--- src/rtl/dsm_pkg.sv ---
// Shared types and constants for the substring matcher.
// No dependencies; imported by every module of the block.
`default_nettype none

package dsm_pkg;

	localparam int MAX_PATTERN_DEF = 64;
	localparam int SYM_W           = 8;

	// operation codes carried on the input channel
	localparam logic OP_PATTERN = 1'b0;
	localparam logic OP_TEXT    = 1'b1;

	// control broadcast along the chain of cells
	typedef struct packed {
		logic text_en; // advance the partial-match bits by one text symbol
		logic clr;     // drop all partial matches
	} cell_ctl_t;

endpackage

`default_nettype wire

--- src/rtl/dsm_cell.sv ---
// One cell of the matcher chain: one pattern symbol and its prefix-match bit.
// Depends on dsm_pkg.
`default_nettype none

module dsm_cell
	import dsm_pkg::*;
(
	input  wire logic             clk,
	input  wire logic             arst_n,
	input  wire cell_ctl_t        ctl,
	input  wire logic             wr_en,
	input  wire logic [SYM_W-1:0] sym_in,
	input  wire logic             match_in,
	output logic                  match_next,
	output logic                  match_q
);

	logic [SYM_W-1:0] sym_q;

	// prefix ending here matches if the shorter prefix matched one symbol ago
	assign match_next = match_in && (sym_q == sym_in);

	always_ff @(posedge clk) begin
		if (wr_en) begin
			sym_q <= sym_in;
		end
	end

	always_ff @(posedge clk or negedge arst_n) begin
		if (!arst_n) begin
			match_q <= 1'b0;
		end else if (ctl.clr) begin
			match_q <= 1'b0;
		end else if (ctl.text_en) begin
			match_q <= match_next;
		end
	end

endmodule

`default_nettype wire

--- src/rtl/dna_substring_matcher.sv ---
// Top level of the substring matcher: pattern control, chain of cells, result register.
// Depends on dsm_pkg and dsm_cell.
//
// Usage:
//   Input channel (in_valid/in_ready) carries operation, symbol and last.
//   operation OP_PATTERN appends symbol to the pattern; last closes it, and the
//   next pattern beat starts a new pattern. operation OP_TEXT streams a text
//   symbol; a text beat closes any open pattern.
//   Output channel (out_valid/out_ready) carries found and pattern_overflow,
//   one beat for each text beat with last set, in the cycle after it is taken.
//   Throughput: one beat per cycle unless a held result stalls the input. Every
//   pattern position is a cell that compares its stored symbol with the text
//   symbol in the same cycle, so the whole prefix-match vector advances at once;
//   the hit test is an OR across the chain qualified by the pattern length.
//   Pattern symbols beyond MAX_PATTERN are dropped and flag pattern_overflow.
//   Stall: while a result is held and out_ready is low, in_ready is low.
//   Reset: pattern empty and closed, no partial matches, output empty. The
//   pattern store is not cleared; an empty pattern matches every text.
`default_nettype none

module dna_substring_matcher
	import dsm_pkg::*;
#(
	parameter int MAX_PATTERN = MAX_PATTERN_DEF
) (
	input  wire logic             clk,
	input  wire logic             arst_n,
	input  wire logic             in_valid,
	output logic                  in_ready,
	input  wire logic             operation,
	input  wire logic [SYM_W-1:0] symbol,
	input  wire logic             last,
	output logic                  out_valid,
	input  wire logic             out_ready,
	output logic                  found,
	output logic                  pattern_overflow
);

	localparam int LEN_W = $clog2(MAX_PATTERN + 1);

	logic             closed_q;
	logic             ovf_q;
	logic [LEN_W-1:0] len_q;
	logic             seen_q;
	logic             out_valid_q;
	logic             found_q;
	logic             ovf_out_q;

	logic             in_beat;
	logic             pat_beat;
	logic             text_beat;
	logic [LEN_W-1:0] wr_pos;
	logic             wr_room;
	cell_ctl_t        ctl;

	logic [MAX_PATTERN-1:0] wr_en;
	logic [MAX_PATTERN-1:0] tail;
	logic [MAX_PATTERN-1:0] m_q;
	logic [MAX_PATTERN-1:0] m_next;
	logic                   hit;

	assign in_ready  = !out_valid_q || out_ready;
	assign in_beat   = in_valid && in_ready;
	assign pat_beat  = in_beat && (operation == OP_PATTERN);
	assign text_beat = in_beat && (operation == OP_TEXT);

	// a closed pattern restarts from position zero
	assign wr_pos  = closed_q ? '0 : len_q;
	assign wr_room = (wr_pos != LEN_W'(MAX_PATTERN));

	assign ctl.text_en = text_beat;
	assign ctl.clr     = (pat_beat && closed_q) || (text_beat && last);

	for (genvar i = 0; i < MAX_PATTERN; i++) begin : g_cell
		assign wr_en[i] = pat_beat && wr_room && (wr_pos == LEN_W'(i));
		assign tail[i]  = (len_q == LEN_W'(i + 1));

		dsm_cell u_cell (
			.clk        (clk),
			.arst_n     (arst_n),
			.ctl        (ctl),
			.wr_en      (wr_en[i]),
			.sym_in     (symbol),
			.match_in   ((i == 0) ? 1'b1 : m_q[(i == 0) ? 0 : i - 1]),
			.match_next (m_next[i]),
			.match_q    (m_q[i])
		);
	end

	// whole pattern ends at this symbol; an empty pattern always hits
	assign hit = (len_q == '0) || (|(m_next & tail));

	always_ff @(posedge clk or negedge arst_n) begin
		if (!arst_n) begin
			closed_q <= 1'b1;
			ovf_q    <= 1'b0;
			len_q    <= '0;
			seen_q   <= 1'b0;
		end else if (pat_beat) begin
			closed_q <= last;
			if (wr_room) begin
				len_q <= wr_pos + LEN_W'(1);
				ovf_q <= closed_q ? 1'b0 : ovf_q;
			end else begin
				len_q <= wr_pos;
				ovf_q <= 1'b1;
			end
			if (closed_q) begin
				seen_q <= 1'b0;
			end
		end else if (text_beat) begin
			closed_q <= 1'b1;
			seen_q   <= last ? 1'b0 : (seen_q || hit);
		end
	end

	always_ff @(posedge clk or negedge arst_n) begin
		if (!arst_n) begin
			out_valid_q <= 1'b0;
		end else if (text_beat && last) begin
			out_valid_q <= 1'b1;
		end else if (out_ready) begin
			out_valid_q <= 1'b0;
		end
	end

	always_ff @(posedge clk) begin
		if (text_beat && last) begin
			found_q   <= (seen_q || hit) && !ovf_q;
			ovf_out_q <= ovf_q;
		end
	end

	assign out_valid        = out_valid_q;
	assign found            = found_q;
	assign pattern_overflow = ovf_out_q;

endmodule

`default_nettype wire

--- config.mk ---
export PLATFORM = sky130hd
export DESIGN_NAME = dna_substring_matcher
export DESIGN_NICKNAME = d
export VERILOG_FILES = /design/src/rtl/dsm_pkg.sv /design/src/rtl/dsm_cell.sv /design/src/rtl/dna_substring_matcher.sv
export SDC_FILE = /design/constraint.sdc
export NUM_CORES = 1
export LEC_CHECK = 0
export ABC_AREA = 1
export ABC_CLOCK_PERIOD_IN_PS = 5600
export BUFFER_PORTS_ARGS = -buffer_cell sky130_fd_sc_hd__buf_2
export CORE_ASPECT_RATIO = 0.75
export CORE_MARGIN = 2
export CORE_UTILIZATION = 65
export CTS_CLUSTER_DIAMETER = 50
export DETAILED_ROUTE_END_ITERATION = 12
export PLACE_DENSITY_LB_ADDON = 0.3
export SETUP_SLACK_MARGIN = 0.15
export SLEW_MARGIN = 20
export SYNTH_ARGS = -nofsm -noshare
export SYNTH_HDL_FRONTEND = slang
export SYNTH_SLANG_ARGS = --single-unit
--- constraint.sdc ---
create_clock -name clk -period 5.6 [get_ports clk]
set_input_delay 0.28 -clock clk [delete_from_list [all_inputs] [get_ports clk]]
set_output_delay 0.28 -clock clk [all_outputs]
set_load 0.005 [all_outputs]
==> impl_metrics.ini <==
[synthesis]
synthCells = 2981
synth_nets = 2999
synthArstFlopShare_pct = 12.6
ys_warn_count = 0
yosysSeqAreaShare_pct = 61.1
synth_top_family_by_area = simple AND/OR/NAND/NOR gates
synth-edff-count = 514
synth-simple-area-share_pct = 23.1
synth_mux_area_share_pct = 0
synthXorXnorAreaFrac_pct = 5.30
syn_avg_cell_area_um2 = 9.49
synth_ff_type = edfxtp_1
yosysUniqueCellTypes = 39
synth_seq_cells = 588
netlist_area_um2 = 28300
synth_fa_ha_area_share_pct = 0.177
synth_compound_area_share_pct = 3.58

[die]
die_w_um = 245
io_pins = 18
initial_utilization_pct = 65.6
die_h_um = 185
rows = 66
dieArea_um2 = 45200
core_um2 = 43100

[timing]
worst_slack_ns = 1.99
tns_ns = 0
setup_viol = 0
fmax_mhz = 277
rsz0062_at_grt = no
finalHoldViolCount = 0
fin_skew_ns = 0.0137
post-route-period-util_pct = 64.4
min_period_ns = 3.61
final_max_slew_viol_count = 0
worstMarginPinSlew_ns = 1.22
maxSlewHeadroom_pct = 18.3

[drt]
drt_iter0_markers = 2959
vias = 21156
drc_errors = 0
routed_via_density = 5.89
first_pass_iters = 7
antenna_left = 0
post_drt_wl_per_cell_um = 21.7
routed_wl_um = 78100

[critical_path]
startpoint = len_q[0]
worst_path_max_delay_cell = nor2_1
start_kind = flip-flop
worstPathRequired_ns = 5.82
cp.arrival_ns = 3.82
reg2reg_setup_slack_ns = 1.99
path_cells = inv_1 -> nor2_1 -> inv_1 -> ha_1 -> nand2_1 -> nor3_2 -> nor2_4 -> nand2_1 -> nor2_1
r2r-end = g_cell[16].u_cell.sym_q[0]
cp.depth = 9
critical_path.n_buffers_inverters = 2
critPathKind = flip-flop to flip-flop
critPathCapture = g_cell[16].u_cell.sym_q[0]
cp_max_fo = 16
cp_top_family = simple AND/OR/NAND/NOR gates
max_stage_delay_ns = 0.96
cp-end-kind = flip-flop
r2r_start = len_q[0]
reg2regPathDepth = 9

[cts]
cts_setup_buffers = 0
clk_pin_slew_ns = 0.06
clock_sinks = 588
cts.htree.levels = 2
cts_hold_buffers = 1
cts_tree = yes
clk_path_buf_depth = 3
cts-buffers-inserted = 55
ctsResizeCount = 0
clockRootBuffer = clkbuf_16
clkLatencyLatePin_ns = 0.60

[global_route]
met2_usage_pct = 53.8
grt_start_max_net_pins = 87
use_met1_pct = 49.4
antenna_found_initial = 1
grt_pass1_wl_um = 119000
grt.busiest_layer = met2
grt-ovfl-total = 0
grt_pass1_vias = 20610
grt_use_total_pct = 35.1
use_met3_pct = 8.10

[finish]
drive_gt1_share_pct = 5.08
syn_to_final_growth_pct = 7.94
nNetsFinal = 2986
layout_commonest_cell = nand2_1
final_cell_mix = nand2_1 (880), edfxtp_1 (514), nor2_1 (507)

[power_and_ir_drop]
switchingPower_mw = 2.09
comb_power_share_pct = 6.5
power_frac_seq_pct = 52.1
clockPowerShare_pct = 41.4
p_per_area_nw_per_um2 = 301
peakVddDrop_mv = 0.298
internal-power_mw = 7.11
swShare_pct = 22.7
power_leakage_nw = 12.3

[placed_design]
gp_congestion = 0.959
port_buffers = 17
dp_slack_ns = 2.12
hpwl_um = 45700

[job]
maxCapViolations = 0

[hold_path]
holdCritPathClass = input pin to flip-flop
worstHoldStart = in_valid

[outcome]
outcome = complete, no violations
[sequential cells by signal, indices dropped and copies added (netlist names)]
signal	cells
g_cell.u_cell.sym_q	512
ovf_q	1
seen_q	1
pattern_overflow	1
g_cell.u_cell.match_q	63
out_valid	1
found	1
closed_q	1
len_q	7
[routing by layer]
metal	routed length [um]	vias to the layer above
met2	34400	1458
met1	30300	9883
met4	2820	2
li1	-	9569
met5	8	-
met3	10600	244
[through the flow]
| step | hold slack [ns] | std cells | power [mW] | area [um^2] | util [%] |
|---|---|---|---|---|---|
| floorplan | -0.0156 | 2981 | 5.22 | 28300 | - |
| global placement | 0.263 | 3488 | 5.44 | 28700 | 66.5 |
| detailed placement | 0.269 | 3488 | 5.46 | 28700 | 66.5 |
| CTS | 0.00866 | 3592 | 9.19 | 30500 | 70.8 |
| global route | 0.0464 | 3592 | 9.42 | 30500 | 70.8 |
| finish | 0.0317 | 3593 | 9.20 | 30500 | 70.8 |
[cells by family after synthesis]
kind of cell	count (synthesis)
adder cells (fa/ha/maj)	4
buffers and inverters	427
flip-flops	588
AND/OR/NAND/NOR	1628
XOR/XNOR	171
AO/OA/AOI/OAI	163
[how the worst min path moves through the flow]
stage,to,slack (ns),cells past startpoint
after floorplan,g_cell[0].u_cell.match_q,-0.02,0
after global placement,g_cell[3].u_cell.match_q,0.26,1
after detailed placement,g_cell[3].u_cell.match_q,0.27,1
after CTS,out_valid,0.009,3
after global routing,out_valid,0.05,3
final,out_valid,0.03,3
[synth_stat cells (27+ instances only)]
| cell | number | area [um^2] |
|---|---|---|
| buf_2 | 47 | 235 |
| edfxtp_1 | 514 | 15400 |
| nand3_1 | 172 | 861 |
| nand2_1 | 880 | 3300 |
| inv_1 | 299 | 1120 |
| xor2_1 | 97 | 850 |
| o41ai_1 | 37 | 324 |
| xnor2_1 | 74 | 648 |
| o21ai_0 | 71 | 355 |
| dfrtp_1 | 73 | 1830 |
| nor2_1 | 511 | 1920 |
| buf_4 | 27 | 203 |
| o21ai_1 | 27 | 135 |
[area by class of cell]
class | instances | area [um^2]
Inverter | 307 | 1160
Antenna cell | 1 | 2.50
Multi-Input combinational cell | 1966 | 9120
Fill cell | 3027 | 12600
Timing Repair Buffer | 50 | 404
Tap cell | 578 | 723
Sequential cell | 588 | 17300
Clock inverter | 21 | 231
Clock buffer | 82 | 1600
[power groups by stage]
stage	registers, mW	clock network, mW	logic (mW)
floorplan	4.88	0	0.343
global placement	4.88	0	0.562
detailed placement	4.88	0	0.574
CTS	4.79	3.82	0.579
global route	4.79	4.00	0.636
finish	4.79	3.81	0.600
[worst reg2reg max path, delay by kind of cell (launching register included)]
kind / cells / cell delay (ns)
AND/OR/NAND/NOR: 6 / 2.34
flip-flops: 1 / 0.41
adder cells (fa/ha/maj): 1 / 0.27
buffers and inverters: 2 / 0.20
Note: power is estimated with default switching activity, not from simulation.
